--- src/sv/pfa_pkg.sv ---
`timescale 1ns / 1ps
// ----------------------------------------------------------------------------
// pfa_pkg
// Shared types and constants of the partition fit allocator.
// ----------------------------------------------------------------------------
`default_nettype none

package pfa_pkg;

	localparam int NUM_SLOTS  = 64;
	localparam int SIZE_BITS  = 16;
	localparam int SLOT_BITS  = $clog2(NUM_SLOTS);
	localparam int COUNT_BITS = $clog2(NUM_SLOTS + 1);
	localparam int POL_BITS   = 2;
	localparam int CFG_BITS   = 7;
	localparam int IDX_BITS   = 1;

	localparam logic [POL_BITS-1:0] POL_FIRST = 2'd0;
	localparam logic [POL_BITS-1:0] POL_BEST  = 2'd1;
	localparam logic [POL_BITS-1:0] POL_WORST = 2'd2;

	localparam logic [IDX_BITS-1:0] REG_FIT_POLICY      = 1'd0;
	localparam logic [IDX_BITS-1:0] REG_PARTITION_COUNT = 1'd1;

	localparam logic MODE_LOAD  = 1'b0;
	localparam logic MODE_ALLOC = 1'b1;

	typedef struct packed {
		logic                 mode;
		logic [5:0]           slot;
		logic [15:0]          amount;
	} cmd_t;

	typedef struct packed {
		logic                 granted;
		logic [5:0]           chosen_slot;
		logic [15:0]          left_over;
	} result_t;

	typedef struct packed {
		logic                 en;
		logic [SLOT_BITS-1:0] addr;
		logic [SIZE_BITS-1:0] data;
	} mem_wr_t;

	typedef struct packed {
		logic                 en;
		logic [SLOT_BITS-1:0] addr;
	} mem_rd_t;

endpackage

`default_nettype wire

--- src/sv/pfa_table.sv ---
`timescale 1ns / 1ps
// ----------------------------------------------------------------------------
// pfa_table
// Free size table: one write port, one registered read port.
// ----------------------------------------------------------------------------
`default_nettype none

module pfa_table (
	input  wire                          clk,
	input  pfa_pkg::mem_wr_t             wr,
	input  pfa_pkg::mem_rd_t             rd,
	output logic [pfa_pkg::SIZE_BITS-1:0] rd_data
);

	logic [pfa_pkg::SIZE_BITS-1:0] mem [pfa_pkg::NUM_SLOTS];
	logic [pfa_pkg::SIZE_BITS-1:0] rd_data_q;

	always_ff @(posedge clk) begin
		if (wr.en) begin
			mem[wr.addr] <= wr.data;
		end
	end

	always_ff @(posedge clk) begin
		if (rd.en) begin
			rd_data_q <= mem[rd.addr];
		end
	end

	assign rd_data = rd_data_q;

endmodule

`default_nettype wire

--- src/sv/pfa_scan.sv ---
`timescale 1ns / 1ps
// ----------------------------------------------------------------------------
// pfa_scan
// Sequencer and shared subtract/compare unit that walks the slots in use.
// ----------------------------------------------------------------------------
`default_nettype none

module pfa_scan (
	input  wire                            clk,
	input  wire                            arst_n,
	input  wire                            start,
	input  pfa_pkg::cmd_t                  cmd,
	input  wire [pfa_pkg::POL_BITS-1:0]    fit_policy,
	input  wire [pfa_pkg::COUNT_BITS-1:0]  partition_count,
	input  wire [pfa_pkg::SIZE_BITS-1:0]   rd_data,
	output pfa_pkg::mem_wr_t               wr,
	output pfa_pkg::mem_rd_t               rd,
	output logic                           busy,
	output logic                           done,
	output pfa_pkg::result_t               result
);

	localparam logic [1:0] ST_IDLE   = 2'd0;
	localparam logic [1:0] ST_SCAN   = 2'd1;
	localparam logic [1:0] ST_FINISH = 2'd2;

	logic [1:0]                      state_q;
	logic [pfa_pkg::COUNT_BITS-1:0]  idx_q;
	logic [pfa_pkg::COUNT_BITS-1:0]  n_q;
	logic                            cmp_vld_q;
	logic [pfa_pkg::SLOT_BITS-1:0]   cmp_idx_q;
	logic [pfa_pkg::SIZE_BITS-1:0]   req_q;
	logic                            found_q;
	logic [pfa_pkg::SLOT_BITS-1:0]   best_idx_q;
	logic [pfa_pkg::SIZE_BITS-1:0]   best_diff_q;
	logic                            done_q;
	pfa_pkg::result_t                result_q;

	logic [pfa_pkg::COUNT_BITS-1:0]  n_clamp;
	logic [pfa_pkg::SIZE_BITS:0]     sub;
	logic [pfa_pkg::SIZE_BITS-1:0]   diff;
	logic                            fits;
	logic                            take;
	logic                            issue;
	logic                            go;

	assign go = start && (state_q == ST_IDLE);
	assign n_clamp = (partition_count > pfa_pkg::COUNT_BITS'(pfa_pkg::NUM_SLOTS)) ?
		pfa_pkg::COUNT_BITS'(pfa_pkg::NUM_SLOTS) : partition_count;

	assign sub  = {1'b0, rd_data} - {1'b0, req_q};
	assign fits = !sub[pfa_pkg::SIZE_BITS];
	assign diff = sub[pfa_pkg::SIZE_BITS-1:0];

	always_comb begin
		take = 1'b0;
		if (cmp_vld_q && fits) begin
			if (!found_q) begin
				take = 1'b1;
			end else if (fit_policy == pfa_pkg::POL_BEST) begin
				take = diff < best_diff_q;
			end else if (fit_policy == pfa_pkg::POL_WORST) begin
				take = diff > best_diff_q;
			end
		end
	end

	assign issue   = (state_q == ST_SCAN) && (idx_q != n_q);
	assign rd.en   = issue;
	assign rd.addr = idx_q[pfa_pkg::SLOT_BITS-1:0];

	always_comb begin
		wr.en   = 1'b0;
		wr.addr = cmd.slot[pfa_pkg::SLOT_BITS-1:0];
		wr.data = cmd.amount[pfa_pkg::SIZE_BITS-1:0];
		if (go && cmd.mode == pfa_pkg::MODE_LOAD) begin
			wr.en = 1'b1;
		end else if (state_q == ST_FINISH && found_q) begin
			wr.en   = 1'b1;
			wr.addr = best_idx_q;
			wr.data = best_diff_q;
		end
	end

	always_ff @(posedge clk or negedge arst_n) begin
		if (!arst_n) begin
			state_q   <= ST_IDLE;
			idx_q     <= '0;
			n_q       <= '0;
			cmp_vld_q <= 1'b0;
			found_q   <= 1'b0;
			done_q    <= 1'b0;
		end else begin
			done_q <= 1'b0;
			case (state_q)
				ST_IDLE: begin
					if (go && cmd.mode == pfa_pkg::MODE_ALLOC) begin
						idx_q     <= '0;
						n_q       <= n_clamp;
						cmp_vld_q <= 1'b0;
						found_q   <= 1'b0;
						state_q   <= (n_clamp == '0) ? ST_FINISH : ST_SCAN;
					end
				end
				ST_SCAN: begin
					cmp_vld_q <= issue;
					if (issue) begin
						idx_q <= idx_q + 1'b1;
					end
					if (take) begin
						found_q <= 1'b1;
					end
					if (!issue && cmp_vld_q) begin
						state_q <= ST_FINISH;
					end
				end
				ST_FINISH: begin
					done_q  <= 1'b1;
					state_q <= ST_IDLE;
				end
				default: begin
					state_q <= ST_IDLE;
				end
			endcase
		end
	end

	always_ff @(posedge clk) begin
		if (go) begin
			req_q <= cmd.amount[pfa_pkg::SIZE_BITS-1:0];
		end
		if (issue) begin
			cmp_idx_q <= idx_q[pfa_pkg::SLOT_BITS-1:0];
		end
		if (take) begin
			best_idx_q  <= cmp_idx_q;
			best_diff_q <= diff;
		end
		if (state_q == ST_FINISH) begin
			result_q.granted     <= found_q;
			result_q.chosen_slot <= found_q ? 6'(best_idx_q) : '0;
			result_q.left_over   <= found_q ? 16'(best_diff_q) : '0;
		end
	end

	assign busy   = (state_q != ST_IDLE);
	assign done   = done_q;
	assign result = result_q;

endmodule

`default_nettype wire

--- src/sv/partition_fit_allocator.sv ---
`timescale 1ns / 1ps
// ----------------------------------------------------------------------------
// partition_fit_allocator
// First, best or worst fit allocator over a table of partition free sizes.
// ----------------------------------------------------------------------------
// Load word: written in the accept cycle, busy stays low, no result.
// Allocate word: result strobe after a scan of n = min(count, 64) slots;
//   busy until the strobe, one table read per cycle through a single compare.
// Zero slots in use: failure result without a table read.
// Results are one-cycle strobes; the receiver cannot stall.
// Reset clears control and config registers; size table undefined until loaded.
`default_nettype none

module partition_fit_allocator (
	input  wire                          clk,
	input  wire                          arst_n,
	input  wire                          start,
	input  pfa_pkg::cmd_t                cmd,
	output logic                         busy,
	output logic                         done,
	output pfa_pkg::result_t             result,
	input  wire                          cfg_we,
	input  wire [pfa_pkg::IDX_BITS-1:0]  cfg_index,
	input  wire [pfa_pkg::CFG_BITS-1:0]  cfg_data
);

	logic [pfa_pkg::POL_BITS-1:0]   policy_q;
	logic [pfa_pkg::COUNT_BITS-1:0] count_q;
	logic [pfa_pkg::SIZE_BITS-1:0]  rd_data;
	pfa_pkg::mem_wr_t               wr;
	pfa_pkg::mem_rd_t               rd;

	always_ff @(posedge clk or negedge arst_n) begin
		if (!arst_n) begin
			policy_q <= pfa_pkg::POL_FIRST;
			count_q  <= '0;
		end else if (cfg_we) begin
			case (cfg_index)
				pfa_pkg::REG_FIT_POLICY:      policy_q <= cfg_data[pfa_pkg::POL_BITS-1:0];
				pfa_pkg::REG_PARTITION_COUNT: count_q  <= cfg_data[pfa_pkg::COUNT_BITS-1:0];
				default: begin
				end
			endcase
		end
	end

	pfa_table u_table (
		.clk     (clk),
		.wr      (wr),
		.rd      (rd),
		.rd_data (rd_data)
	);

	pfa_scan u_scan (
		.clk             (clk),
		.arst_n          (arst_n),
		.start           (start),
		.cmd             (cmd),
		.fit_policy      (policy_q),
		.partition_count (count_q),
		.rd_data         (rd_data),
		.wr              (wr),
		.rd              (rd),
		.busy            (busy),
		.done            (done),
		.result          (result)
	);

	a_fail_zero: assert property (@(posedge clk) disable iff (!arst_n)
		done && !result.granted |-> result.chosen_slot == '0 && result.left_over == '0)
		else $error("failed allocation carries nonzero fields");

	a_busy_cause: assert property (@(posedge clk) disable iff (!arst_n)
		$rose(busy) |-> $past(start && cmd.mode == pfa_pkg::MODE_ALLOC))
		else $error("busy without an allocate word");

	a_done_after_busy: assert property (@(posedge clk) disable iff (!arst_n)
		done |-> !busy && $past(busy))
		else $error("result strobe outside the end of a scan");

	a_no_load_busy: assert property (@(posedge clk) disable iff (!arst_n)
		start && !busy && cmd.mode == pfa_pkg::MODE_LOAD |=> !busy)
		else $error("load word made the block busy");

endmodule

`default_nettype wire
--- config.mk ---
export PLATFORM = sky130hd
export DESIGN_NAME = partition_fit_allocator
export DESIGN_NICKNAME = d
export VERILOG_FILES = /design/src/sv/pfa_pkg.sv /design/src/sv/pfa_table.sv /design/src/sv/pfa_scan.sv /design/src/sv/partition_fit_allocator.sv
export SDC_FILE = /design/constraint.sdc
export NUM_CORES = 1
export LEC_CHECK = 0
export ABC_CLOCK_PERIOD_IN_PS = 6000
export BUFFER_PORTS_ARGS = -buffer_cell sky130_fd_sc_hd__buf_2
export CAP_MARGIN = 20
export CORE_MARGIN = 4
export CORE_UTILIZATION = 55
export DETAILED_ROUTE_END_ITERATION = 10
export PLACE_DENSITY_LB_ADDON = 0.25
export SLEW_MARGIN = 25
export SYNTH_ARGS = -nofsm -noshare
export SYNTH_HDL_FRONTEND = slang
export SYNTH_SLANG_ARGS = --single-unit
--- constraint.sdc ---
create_clock -name clk -period 6 [get_ports clk]
set_input_delay 0.6 -clock clk [delete_from_list [all_inputs] [get_ports clk]]
set_output_delay 0.6 -clock clk [all_outputs]
set_load 0.02 [all_outputs]
==> results.ini <==
[cells_and_area]
finalNetCount = 2402
area_growth_pct = 12.3
design_area_sq_um = 50500
nFillCells = 5404
drive_gt1_share_pct = 26.9
register_area_sq_um = 34000
fin_cells = 3481
multi_input_area_sq_um = 10400

[worst_setup_path]
cp_max_fo = 14
required_ns = 6.36
start_kind = register
arrival_ns = 5.32
setup.worst_path.class = reg -> reg
cp-end-kind = register

[flow_run]
max-cap-violations = 0

[logic_synthesis]
syn-instance-count = 2157
synthArstFlopShare_pct = 2.47
avgSynthCellArea_sq_um = 20.8
synth_top_area_share_pct = 73.9
synth_mux_area_share_pct = 15.5
yosys_warnings = 0
synth_flop_cell = edfxtp_1
netlist_area_sq_um = 45000
yosys.area_share.simple_pct = 3.04
syn_nets = 2226
yosys-top-cells-count = edfxtp_1, mux4_2, nor2_1, nand2_1, a21oi_1
synth_fa_ha_area_share_pct = 0.963
synth.most_common_cell = edfxtp_1
synth_compound_area_share_pct = 2.94
synth_area_leaders = edfxtp_1, mux4_2, dfrtp_1, ha_1, mux2i_1
synth_top_family_by_area = multiplexers
synth_top_cell_by_area = edfxtp_1
ys_types = 56
ys_seq_area_share_pct = 75.5
synthXorXnorAreaFrac_pct = 0.312
synth_enable_flop_cells = 1107
ys_ff_latch = 1135

[drt]
viasPerCell = 6.30
drtAntennaViolNets = 0
dr_total_vias = 21900
drt-pass1-iter-count = 5
wirelength_mm = 100
wire_per_inst_um = 28.7
drtIter0Drc = 2458
remaining_drc_errors = 0

[sta]
max_freq_mhz = 201
hold_viol = 0
setup_viol = 0
timing.slew.headroom_pct = 30.2
rsz0062_at_grt = false
worst_slew_pin_slew_ns = 1.04
drv_slew = 0
finalCriticalPeriod_ns = 4.97
fin_skew_ns = 0.0178
min_period_over_period_pct = 82.8
setup_tns_ns = 0

[clock_network]
cts-root-buf = clkbuf_16
cts.repair_timing.setup_buffer_count = 0
cts_tree = yes
path_clk_slew_ns = 0.06
numCtsBuffers = 109
htree_levels = 3
clk_path_buf_depth = 3
cts_sinks = 1135
insertion_delay_ns = 0.66

[global_route]
grt_max_degree = 111
grt_pass1_wl_mm = 149
track_usage_pct = 23.6
overflow = 0
grt_pass1_vias = 22200
antenna_found_initial = 2

[placement]
io_buffers = 59
place_area_sq_um = 47000
gp_congestion = 0.827
dp_cells = 3281
post-dp-hpwl_mm = 58.6

[pwr]
finalPower_mw = 22.2
p_per_area_nw_per_um2 = 440
vdd_ir_drop_max_mv = 0.289
p_leak_nw = 16.1

[status]
status = finished clean

[floorplanning]
core-area_sq_um = 80800
die_area_sq_um = 86400
die-width_um = 294
row_count = 104
initial_core_util_pct = 55.6
ioPinCount = 60
die_h_um = 294

[hold_path]
hp-class = in -> reg

==> layout make-up <==
cell class	instances	area share (%)
Multi-Input combinational cell	873	20.7
Antenna cell	2	0.00992
Clock inverter	64	1.12
Sequential cell	1135	67.3
Tap cell	1060	2.63
Inverter	46	0.342
Clock buffer	133	5.63
Timing Repair Buffer	168	2.34
==> cells in the final DEF (no fill, tap or decap), types with 21 or more instances in the layout <==
master,n
dfrtp_1,24
clkinv_1,22
mux2_2,23
clkbuf_16,110
ha_1,33
a211oi_1,28
and2_1,24
buf_4,103
nor2b_1,43
mux2i_1,39
clkinv_2,21
clkbuf_1,23
edfxtp_1,1107
inv_1,46
nand2_1,72
nor2_1,91
buf_2,59
a21oi_1,47
mux4_2,281
==> state kept, by name, summed over array words and instances, names as in the netlist <==
register / count
u_scan.result: 23
u_scan.n_q: 7
u_scan.cmp_vld_q: 1
u_scan.state_q: 2
count_q: 7
u_scan.idx_q: 7
u_scan.found_q: 1
u_scan.best_diff_q: 16
policy_q: 2
u_scan.cmp_idx_q: 6
u_scan.done: 1
u_scan.best_idx_q: 6
u_table.mem: 1024
u_scan.req_q: 16
u_table.rd_data: 16
==> kinds of logic after synthesis <==
| family | Yosys count |
|---|---|
| flip-flops | 1135 |
| multiplexers | 343 |
| AND/OR/NAND/NOR | 284 |
| AO/OA/AOI/OAI | 196 |
| buffers and inverters | 149 |
| adder cells (fa/ha/maj) | 34 |
| XOR/XNOR | 16 |
==> worst max-delay path, stage by stage (launching register included) <==
cell,delay [ns]
edfxtp_1,0.39
ha_1,0.38
a21o_1,0.20
a21oi_1,0.16
a21boi_0,0.23
a221oi_1,0.60
o21ai_0,0.27
xor2_1,0.22
ha_1,0.34
nand4_1,0.13
or3_1,0.43
a211oi_1,0.25
or4_1,0.16
nand3_1,0.11
nor2_2,0.45
buf_4,0.32
==> worst paths after layout <==
kind                                          startpoint                             end  slack, ns  cells after the start
max                         u_table.rd_data[3]$_DFFE_PP_  u_scan.best_idx_q[5]$_DFFE_PP_       1.03                     15
min                                              cmd[15]      u_scan.req_q[15]$_DFFE_PP_       0.14                      1
max reg2reg                 u_table.rd_data[3]$_DFFE_PP_  u_scan.best_idx_q[5]$_DFFE_PP_       1.03                     15
min reg2reg                u_scan.cmp_idx_q[3]$_DFFE_PP_  u_scan.best_idx_q[3]$_DFFE_PP_       0.41                      0
max in group asynchronous                         arst_n     u_scan.idx_q[3]$_DFFE_PN0P_       5.00                      2
min in group asynchronous                         arst_n          count_q[2]$_DFFE_PN0P_       0.51                      2
==> routing by layer <==
layer | GRT usage (%) | part of all wire, %
met4 | 7.71 | 3.0
met5 | 0 | 0
met1 | 35.7 | 42
met3 | 4.14 | 8.3
met2 | 35.9 | 47
==> power by group <==
| part | internal, mW | switching (mW) | leakage [nW] | total (mW) |
|---|---|---|---|---|
| Clock | 3.74 | 2.82 | 1.66 | 6.56 |
| Combinational | 2.54 | 3.31 | 4.11 | 5.84 |
| Sequential | 9.44 | 0.377 | 10.3 | 9.81 |
| Total | 15.7 | 6.51 | 16.1 | 22.2 |
==> metrics by stage <==
| step | hold slack [ns] | util (%) | setup slack [ns] |
|---|---|---|---|
| floorplan | 0.304 | - | 0.259 |
| global placement | 0.406 | 58.2 | 1.31 |
| detailed placement | 0.405 | 58.2 | 1.09 |
| CTS | 0.0991 | 62.4 | 1.07 |
| global route | 0.110 | 62.4 | 0.667 |
| finish | 0.137 | 62.4 | 1.03 |
==> timing repair <==
action,in CTS,in global routing
gates resized for setup,0,0
hold endpoints to repair,28,0
hold buffers,1,0
Power figures use the tool's default switching activity.
